## src/design/h5sf_pkg.sv

```systemverilog
// Shared types and constants for the H5 SLIP transmit framer.
// No dependencies; used by h5sf_burst_builder and the core.
package h5sf_pkg;

    localparam logic [7:0] SLIP_DELIM       = 8'hC0;
    localparam logic [7:0] SLIP_STUFF       = 8'hDB;
    localparam logic [7:0] SLIP_CODE_DELIM  = 8'hDC;
    localparam logic [7:0] SLIP_CODE_STUFF  = 8'hDD;

    localparam logic [1:0] KIND_START   = 2'd0;
    localparam logic [1:0] KIND_PAYLOAD = 2'd1;
    localparam logic [1:0] KIND_RESET   = 2'd2;

    localparam logic [3:0] PTYPE_CMD = 4'd1;
    localparam logic [3:0] PTYPE_ACL = 4'd2;

    // up to six line "slots" per request; an escaped slot yields two bytes
    localparam int unsigned MAX_ENTRIES = 6;

    typedef struct packed {
        logic [7:0] first;   // byte sent first (ESC when escaped)
        logic [7:0] second;  // stuffed code byte, used only when esc is set
        logic       esc;
        logic       fend;    // closing delimiter of a frame
    } entry_t;

    typedef entry_t [MAX_ENTRIES-1:0] entry_vec_t;

    typedef struct packed {
        entry_vec_t  entries;
        logic [2:0]  count;
    } burst_t;

    function automatic entry_t mk_raw(input logic [7:0] b, input logic fend);
        entry_t e;
        e.first  = b;
        e.second = SLIP_CODE_STUFF;
        e.esc    = 1'b0;
        e.fend   = fend;
        return e;
    endfunction

    function automatic entry_t mk_escaped(input logic [7:0] b);
        entry_t e;
        e.fend = 1'b0;
        if (b == SLIP_DELIM) begin
            e.first  = SLIP_STUFF;
            e.second = SLIP_CODE_DELIM;
            e.esc    = 1'b1;
        end else if (b == SLIP_STUFF) begin
            e.first  = SLIP_STUFF;
            e.second = SLIP_CODE_STUFF;
            e.esc    = 1'b1;
        end else begin
            e.first  = b;
            e.second = SLIP_CODE_STUFF;
            e.esc    = 1'b0;
        end
        return e;
    endfunction

endpackage

```

## src/design/h5sf_burst_builder.sv

```systemverilog
// Combinational request decoder: header, checksum, SLIP slots, next framer state.
// Depends on h5sf_pkg.
module h5sf_burst_builder #(
    parameter int LENGTH_BITS = 12
) (
    input  logic [1:0]             kind,
    input  logic [3:0]             packet_type,
    input  logic [11:0]            payload_length,
    input  logic [2:0]             ack_number,
    input  logic [7:0]             data_byte,
    input  logic [2:0]             seq,
    input  logic                   frame_open,
    input  logic [LENGTH_BITS-1:0] bytes_remaining,
    output h5sf_pkg::burst_t       burst,
    output logic [2:0]             seq_next,
    output logic                   frame_open_next,
    output logic [LENGTH_BITS-1:0] bytes_remaining_next
);

    logic [11:0]            len_w;
    logic                   reliable;
    logic [7:0]             h0, h1, h2, hck;
    logic [9:0]             hsum;
    logic [LENGTH_BITS-1:0] rem_dec;

    always_comb begin
        len_w = '0;
        len_w[LENGTH_BITS-1:0] = payload_length[LENGTH_BITS-1:0];
        reliable = (packet_type == h5sf_pkg::PTYPE_CMD) ||
                   (packet_type == h5sf_pkg::PTYPE_ACL);
        h0   = {reliable, 1'b0, ack_number, seq & {3{reliable}}};
        h1   = {len_w[3:0], packet_type};
        h2   = len_w[11:4];
        hsum = 10'(h0) + 10'(h1) + 10'(h2);
        hck  = ~hsum[7:0];
        rem_dec = bytes_remaining - LENGTH_BITS'(1);

        burst.entries        = '0;
        burst.count          = '0;
        seq_next             = seq;
        frame_open_next      = frame_open;
        bytes_remaining_next = bytes_remaining;

        case (kind)
            h5sf_pkg::KIND_START: begin
                burst.entries[0] = h5sf_pkg::mk_raw(h5sf_pkg::SLIP_DELIM, 1'b0);
                burst.entries[1] = h5sf_pkg::mk_escaped(h0);
                burst.entries[2] = h5sf_pkg::mk_escaped(h1);
                burst.entries[3] = h5sf_pkg::mk_escaped(h2);
                burst.entries[4] = h5sf_pkg::mk_escaped(hck);
                burst.entries[5] = h5sf_pkg::mk_raw(h5sf_pkg::SLIP_DELIM, 1'b1);
                if (reliable) begin
                    seq_next = seq + 3'd1;
                end
                if (len_w == '0) begin
                    burst.count     = 3'd6;
                    frame_open_next = 1'b0;
                end else begin
                    burst.count     = 3'd5;
                    frame_open_next = 1'b1;
                end
                bytes_remaining_next = len_w[LENGTH_BITS-1:0];
            end
            h5sf_pkg::KIND_PAYLOAD: begin
                if (frame_open) begin
                    burst.entries[0] = h5sf_pkg::mk_escaped(data_byte);
                    burst.entries[1] = h5sf_pkg::mk_raw(h5sf_pkg::SLIP_DELIM, 1'b1);
                    bytes_remaining_next = rem_dec;
                    if (rem_dec == '0) begin
                        burst.count     = 3'd2;
                        frame_open_next = 1'b0;
                    end else begin
                        burst.count = 3'd1;
                    end
                end
            end
            h5sf_pkg::KIND_RESET: begin
                seq_next = '0;
            end
            default: begin
            end
        endcase
    end

endmodule

```

## src/design/h5_transmit_slip_framer_core.sv

```systemverilog
// H5 three-wire UART transmit framer core: SLIP-escaped frame byte stream.
// The first line byte is valid in the cycle after the request is accepted.
// Throughput: one line byte per cycle while m_tready is high; a request yields
// 1..10 line bytes, or none (reset, or payload with no open frame), on the single
// byte-wide output port. Sync active-low reset clears the sequence counter,
// open-frame state, remaining count and the output queue.
module h5_transmit_slip_framer_core #(
    parameter int LENGTH_BITS = 12
) (
    input  logic        aclk,
    input  logic        aresetn,
    input  logic        s_tvalid,
    output logic        s_tready,
    input  logic [31:0] s_tdata,   // [3:0] packet_type, [15:4] payload_length,
                                   // [18:16] ack_number, [26:19] data_byte, rest 0
    input  logic [1:0]  s_tuser,   // [1:0] kind
    output logic        m_tvalid,
    input  logic        m_tready,
    output logic [7:0]  m_tdata,   // [7:0] line_byte
    output logic        m_tuser,   // [0] frame_end
    output logic        m_tlast    // run_last: final byte of this request
);

    // framer state
    logic [2:0]             seq_reg, seq_next;
    logic                   open_reg, open_next;
    logic [LENGTH_BITS-1:0] rem_reg, rem_next;

    // output slot queue: slot 0 is on the wire, phase picks the stuffed byte
    h5sf_pkg::entry_vec_t   ent_reg, ent_next;
    logic [2:0]             cnt_reg, cnt_next;
    logic                   phase_reg, phase_next;

    h5sf_pkg::burst_t       burst;
    h5sf_pkg::entry_t       cur;
    logic                   take, ent_done, accept;

    h5sf_burst_builder #(
        .LENGTH_BITS(LENGTH_BITS)
    ) u_builder (
        .kind                 (s_tuser),
        .packet_type          (s_tdata[3:0]),
        .payload_length       (s_tdata[15:4]),
        .ack_number           (s_tdata[18:16]),
        .data_byte            (s_tdata[26:19]),
        .seq                  (seq_reg),
        .frame_open           (open_reg),
        .bytes_remaining      (rem_reg),
        .burst                (burst),
        .seq_next             (seq_next),
        .frame_open_next      (open_next),
        .bytes_remaining_next (rem_next)
    );

    assign cur      = ent_reg[0];
    assign ent_done = !cur.esc || phase_reg;
    assign m_tvalid = (cnt_reg != 3'd0);
    assign m_tdata  = phase_reg ? cur.second : cur.first;
    assign m_tuser  = cur.fend;
    assign m_tlast  = (cnt_reg == 3'd1) && ent_done;
    assign take     = m_tvalid && m_tready;

    // next request may load while the last byte of the current one leaves
    assign s_tready = (cnt_reg == 3'd0) || (take && m_tlast);
    assign accept   = s_tvalid && s_tready;

    always_comb begin
        ent_next   = ent_reg;
        cnt_next   = cnt_reg;
        phase_next = phase_reg;
        if (take) begin
            if (ent_done) begin
                for (int i = 0; i < h5sf_pkg::MAX_ENTRIES - 1; i++) begin
                    ent_next[i] = ent_reg[i+1];
                end
                cnt_next   = cnt_reg - 3'd1;
                phase_next = 1'b0;
            end else begin
                phase_next = 1'b1;
            end
        end
        if (accept && burst.count != 3'd0) begin
            ent_next   = burst.entries;
            cnt_next   = burst.count;
            phase_next = 1'b0;
        end
    end

    always_ff @(posedge aclk) begin
        ent_reg <= ent_next;
        if (!aresetn) begin
            seq_reg   <= '0;
            open_reg  <= 1'b0;
            rem_reg   <= '0;
            cnt_reg   <= '0;
            phase_reg <= 1'b0;
        end else begin
            cnt_reg   <= cnt_next;
            phase_reg <= phase_next;
            if (accept) begin
                seq_reg  <= seq_next;
                open_reg <= open_next;
                rem_reg  <= rem_next;
            end
        end
    end

endmodule
```

## config.mk

```make
export PLATFORM = sky130hd
export DESIGN_NAME = h5_transmit_slip_framer_core
export DESIGN_NICKNAME = d
export VERILOG_FILES = /design/src/design/h5sf_pkg.sv /design/src/design/h5sf_burst_builder.sv /design/src/design/h5_transmit_slip_framer_core.sv
export SDC_FILE = /design/constraint.sdc
export NUM_CORES = 1
export LEC_CHECK = 0
export ABC_AREA = 1
export BUFFER_PORTS_ARGS = -buffer_cell sky130_fd_sc_hd__buf_2
export CAP_MARGIN = 40
export CORE_MARGIN = 3
export CORE_UTILIZATION = 59
export CTS_CLUSTER_SIZE = 8
export DETAILED_ROUTE_END_ITERATION = 16
export PLACE_DENSITY = 0.84
export SYNTH_ARGS = -nofsm -noshare
export SYNTH_HDL_FRONTEND = slang
export SYNTH_SLANG_ARGS = --single-unit
```

## constraint.sdc

```tcl
create_clock -name aclk -period 4.7 [get_ports aclk]
set_input_delay 0.94 -clock aclk [delete_from_list [all_inputs] [get_ports aclk]]
set_output_delay 0.94 -clock aclk [all_outputs]
set_load 0.01 [all_outputs]
```

# ---- Word level (Yosys, flattened, before mapping)
# Cells that the tools add are included.
dict set report word_totals {
  ff_bits 128
  output_inout_bits 12
  word_cells 105
}
dict set report classes {
  n_addsub 5
  n_eq_ne 15
  n_mux 29
  n_bitwise 3
  reduce_logical 24
}
# cell n
set ops {}
lappend ops {{$mux W90} 3}
lappend ops {{$mux W17} 8}
lappend ops {{$pmux W39 S2} 1}
lappend ops {{$mux W72} 1}
lappend ops {{$eq A8 B8 Y1 const B} 8}
lappend ops {{$mux W39} 1}
lappend ops {{$logic_not A12 Y1} 2}
lappend ops {{$pmux W12 S2} 1}
lappend ops {{$add A8 B8 Y8} 2}
lappend ops {{$mux W12} 1}
lappend ops {{$mux W3} 4}
lappend ops {{$sub A12 B1 Y12 const B} 1}
lappend ops {{$mux W8} 1}
lappend ops {{$not A8 Y8} 1}
lappend ops {{$reduce_bool A2 Y1} 4}
lappend ops {{$pmux W3 S2} 1}
lappend ops {{$reduce_and A3 Y1} 2}
lappend ops {{$reduce_bool A3 Y1} 2}
lappend ops {{$logic_and A1 B1 Y1} 5}
lappend ops {{$eq A4 B1 Y1 const B} 1}
lappend ops {{$eq A4 B2 Y1 const B} 1}
lappend ops {{$mux W1} 4}
lappend ops {{$mux W2} 2}
lappend ops {{$reduce_and A2 Y1} 2}
lappend ops {{15 further kinds} 17}

# ---- Logic depth before layout (Yosys ltp)
dict set report logic_depth {
  depth_word 11
  mapped_depth 18
  mapped_depth_nobuf 18
}

# ---- Modules after synthesis
# From an unflattened synthesis, not the netlist that was laid out.
dict set report hier_totals {
  cells_unflattened 949
  hier_area_um2 7649.8
}
# module n_inst cells_per_inst area_per_inst_um2
set by_module_without_submodules {}
lappend by_module_without_submodules {h5_transmit_slip_framer_core 1 544 5342.6}
lappend by_module_without_submodules {h5sf_burst_builder 1 405 2307.2}

# ---- Least setup slack after synthesis
# Ideal clock, no wire load.
dict set report synth_timing {
  kind {input to register}
  startpoint {input s_tdata[3]}
  endpoint {register ent_reg[74] in the netlist's numbering (data pin)}
  setup_ns 0.253
  t_arrival_ns 3.343
  required_ns 4.447
  slack_ns 1.104
  stages 15
  path_buffers 0
  path_cell_list {nor2_1 > nand3_1 > inv_1 > nand2_1 > fa_1 > inv_1 > ha_1 > fa_1 > xor2_1 > nand3_1 > nor2_1 > nand3_1 > nand3b_1 > nand2_1 > nand2_1}
}
# element line
set synth_lines {}
lappend synth_lines {{start: declaration} h5_transmit_slip_framer_core.sv:14} ;# input logic [31:0] s_tdata,
lappend synth_lines {{end signal: assignment} h5_transmit_slip_framer_core.sv:90} ;# ent_reg <= ent_next;
lappend synth_lines {{end: declaration} h5_transmit_slip_framer_core.sv:30} ;# h5sf_pkg::entry_vec_t ent_reg, ent_next;

==> metrics.md <==
| Metric | Value |
|---|---|
| Crit path capture type | flop |
| Dominant synthesized flop cell | edfxtp_1 |
| Area leader, netlist | edfxtp_1 |
| Top cells by area, synth | edfxtp_1 (40%), nand2_1 (13%), dfxtp_1 (8.8%) |
| Post-route cell area | 5040 µm² |
| First DRT Iteration DRCs | 338 |
| Setup WS pre-CTS | 456 ps |
| Initial Util | 0.618 |
| Leakage | 2.29 nW |
| Setup CP Type | input pin to flop |
| Core Rows | 31 |
| Synthesized net count | 597 |
| Final slew viol count | 0 |
| GPL Wtd Cong | 0.900 |
| Count of cell types in the netlist | 38 |
| Compound-Gate Fraction of Synth Area | 0.118 |
| Final #Nets | 640 |
| EDFF count, synth | 61 |
| Metal2 WL | 5070 µm |
| Initial antenna violation count | 0 |
| Via count | 3869 |
| Fin. Hold Viols | 0 |
| # Post-CTS Setup Buffers | 0 |
| Num CTS Buffers | 9 |
| # fillers | 575 |
| Worst setup margin | 764 ps |
| Skew-Pair Late Insertion Delay | 350 ps |
| Synth top area share | 0.402 |
| Clock root buffer | clkbuf_8 |
| Post-Synth XOR/XNOR Area | 0.0115 |
| IO Port Bufs | 44 |
| GRT Total Usage | 0.244 |
| Routed wl met3 | 807 µm |
| DR DRC count | 0 |
| Synth Area in Adders | 0.0665 |
| H-tree depth | 3 |
| Share of layout cells above drive strength 1 | 0.145 |
| Worst EP required | 4800 ps |
| Largest family of logic cells by synthesized area | simple AND/OR/NAND/NOR gates |
| Count leader, synth | nand2_1 |
| Shortest period the worst path allows | 3940 ps |
| Layout Cells excl Fill | 686 |
| Max Buffers Root-to-Sink | 2 |
| Vias/cell | 5.64 |
| Post-Route WL | 10100 µm |
| Status | complete, no violations |
| Fin crit share | 0.837 |
| # placed instances | 670 |
| Post-synthesis register bit count | 81 |
| N_diodes | 0 |
| Share of the yosys chip area belonging to registers | 0.490 |
| DRT Pass-1 Iters | 5 |
| Syn-to-layout area delta | 10.6% |
| Max reg flops | 49 |
| Cell Pwr Density | 423 nW/µm² |
| DIE WIDTH | 93.9 µm |
| Chip height | 93.9 µm |
| CTS tree | built |
| Wire per inst | 14.7 µm |
| Worst Skew | 10.3 ps |
| Fmax | 0.254 GHz |
| Worst min path class | flop to flop |
| Worst setup SP type | input pin |
| Final core occ | 0.684 |
| Clock sink count | 81 |
| Avg Cell Area, Syn | 8.45 µm² |
| Total Power | 2.13 mW |
| First-pass GRT wire length | 16700 µm |
| PostCTS Resize Cnt | 0 |
| Core area | 7370 µm² |
| Global route overflow | 0 |
| Hold_ws | 509 ps |
| Mapped cell area | 4550 µm² |
| Mapped Cells | 539 |
| Estimated wirelength of the detail-placed design | 7320 µm |
| Clock-pin slew on the worst setup and hold paths | 70 ps |
| Synthesis Warnings | 0 |
| Least-Margin Pin Slew | 848 ps |
| Post-synthesis async set-or-reset flop share | 0 |
| Worst VDD drop | 0.214 mV |
| RSZ-0062 raised after global routing | no |
| Met1 WL | 4060 µm |
| Worst-path fanout max | 6 |
| Vias in the first global route | 3644 |
| Finish-stage setup viols | 0 |
| DR top layer | met4 |
| Commonest cells in the netlist | nand2_1 (157), edfxtp_1 (61), inv_1 (59), o21ai_0 (49), nor2_1 (37) |
| Multi-input combinational cell area | 2000 µm² |
| Setup TNS Final | 0 ps |
| Hold Buf Count CTS | 0 |
| Number of I/O pins | 50 |
| Max-cap violations | 0 |
| Post-DRT Antenna Nets | 0 |
| Post-DP Area | 4850 µm² |
| Largest net degree at the start of global routing | 68 |
| Arrival time worst endpoint | 4040 ps |
| DIE AREA | 8810 µm² |
| Post-synthesis mux area share | 0 |
| Seq. cell area | 2230 µm² |
| Worst slew margin | 0.430 |
| Post-Synth Simple-Gate Area | 0.240 |
[layout by cell type (no fill, tap or decap), types with 7 or more instances in the layout]
cell / synthesis / routed
a21oi_1: 25 / 25
dfxtp_1: 20 / 20
fa_1: 7 / 7
buf_2: 4 / 44
clkbuf_8: 0 / 10
edfxtp_1: 61 / 61
nand2_1: 157 / 156
inv_2: 7 / 7
inv_1: 59 / 59
ha_1: 13 / 13
nor2_1: 37 / 37
nand3_1: 27 / 27
o21ai_0: 49 / 49
[worst max-delay path, cell delays in order]
cell and delay (ps):
buf_2 130, nor2_1 170, nand3_1 300, inv_1 120
nand2_1 100, fa_1 520, inv_1 50, ha_1 250
fa_1 450, xor2_1 270, nand3_1 110, nor2_1 110
nand3_1 90, nand3b_1 270, nand2_1 110, nand2_1 50
[report_power, final]
| part | internal, mW | leakage (nW) | switching [mW] | total [mW] |
|---|---|---|---|---|
| Combinational | 0.221 | 1.46 | 0.417 | 0.638 |
| Clock | 0.259 | 0.0974 | 0.235 | 0.494 |
| Sequential | 0.953 | 0.732 | 0.0453 | 0.999 |
| Total | 1.43 | 2.29 | 0.697 | 2.13 |
[cells by family (layout without fill, tap and decap cells)]
group	Yosys count	in the layout
buf+inv	80	128
fa+ha+maj	20	20
xor+xnor	6	6
compound gates	96	96
simple gates	256	256
flops	81	81
[layout make-up]
cell class / instances / area share
Multi-Input combinational cell: 378 / 0.396
Timing Repair Buffer: 46 / 0.0492
Clock buffer: 13 / 0.0296
Clock inverter: 3 / 0.00795
Tap cell: 99 / 0.0246
Inverter: 66 / 0.0492
Sequential cell: 81 / 0.443
[final timing paths]
check	slack [ps]	from	endpoint	depth (start not counted)
max	760	s_tdata[3]	ent_reg[74]	16
min	510	ent_reg[38]	ent_reg[20]	1
max reg2reg	1710	seq_reg[1]	ent_reg[74]	12
min reg2reg	510	ent_reg[38]	ent_reg[20]	1
[routing by layer]
metal | vias up | GRT usage
met5 | - | 0
met4 | 0 | 0.101
met3 | 18 | 0.0417
met2 | 184 | 0.422
met1 | 1781 | 0.301
li1 | 1886 | -
Power figures use the tool's default switching activity.
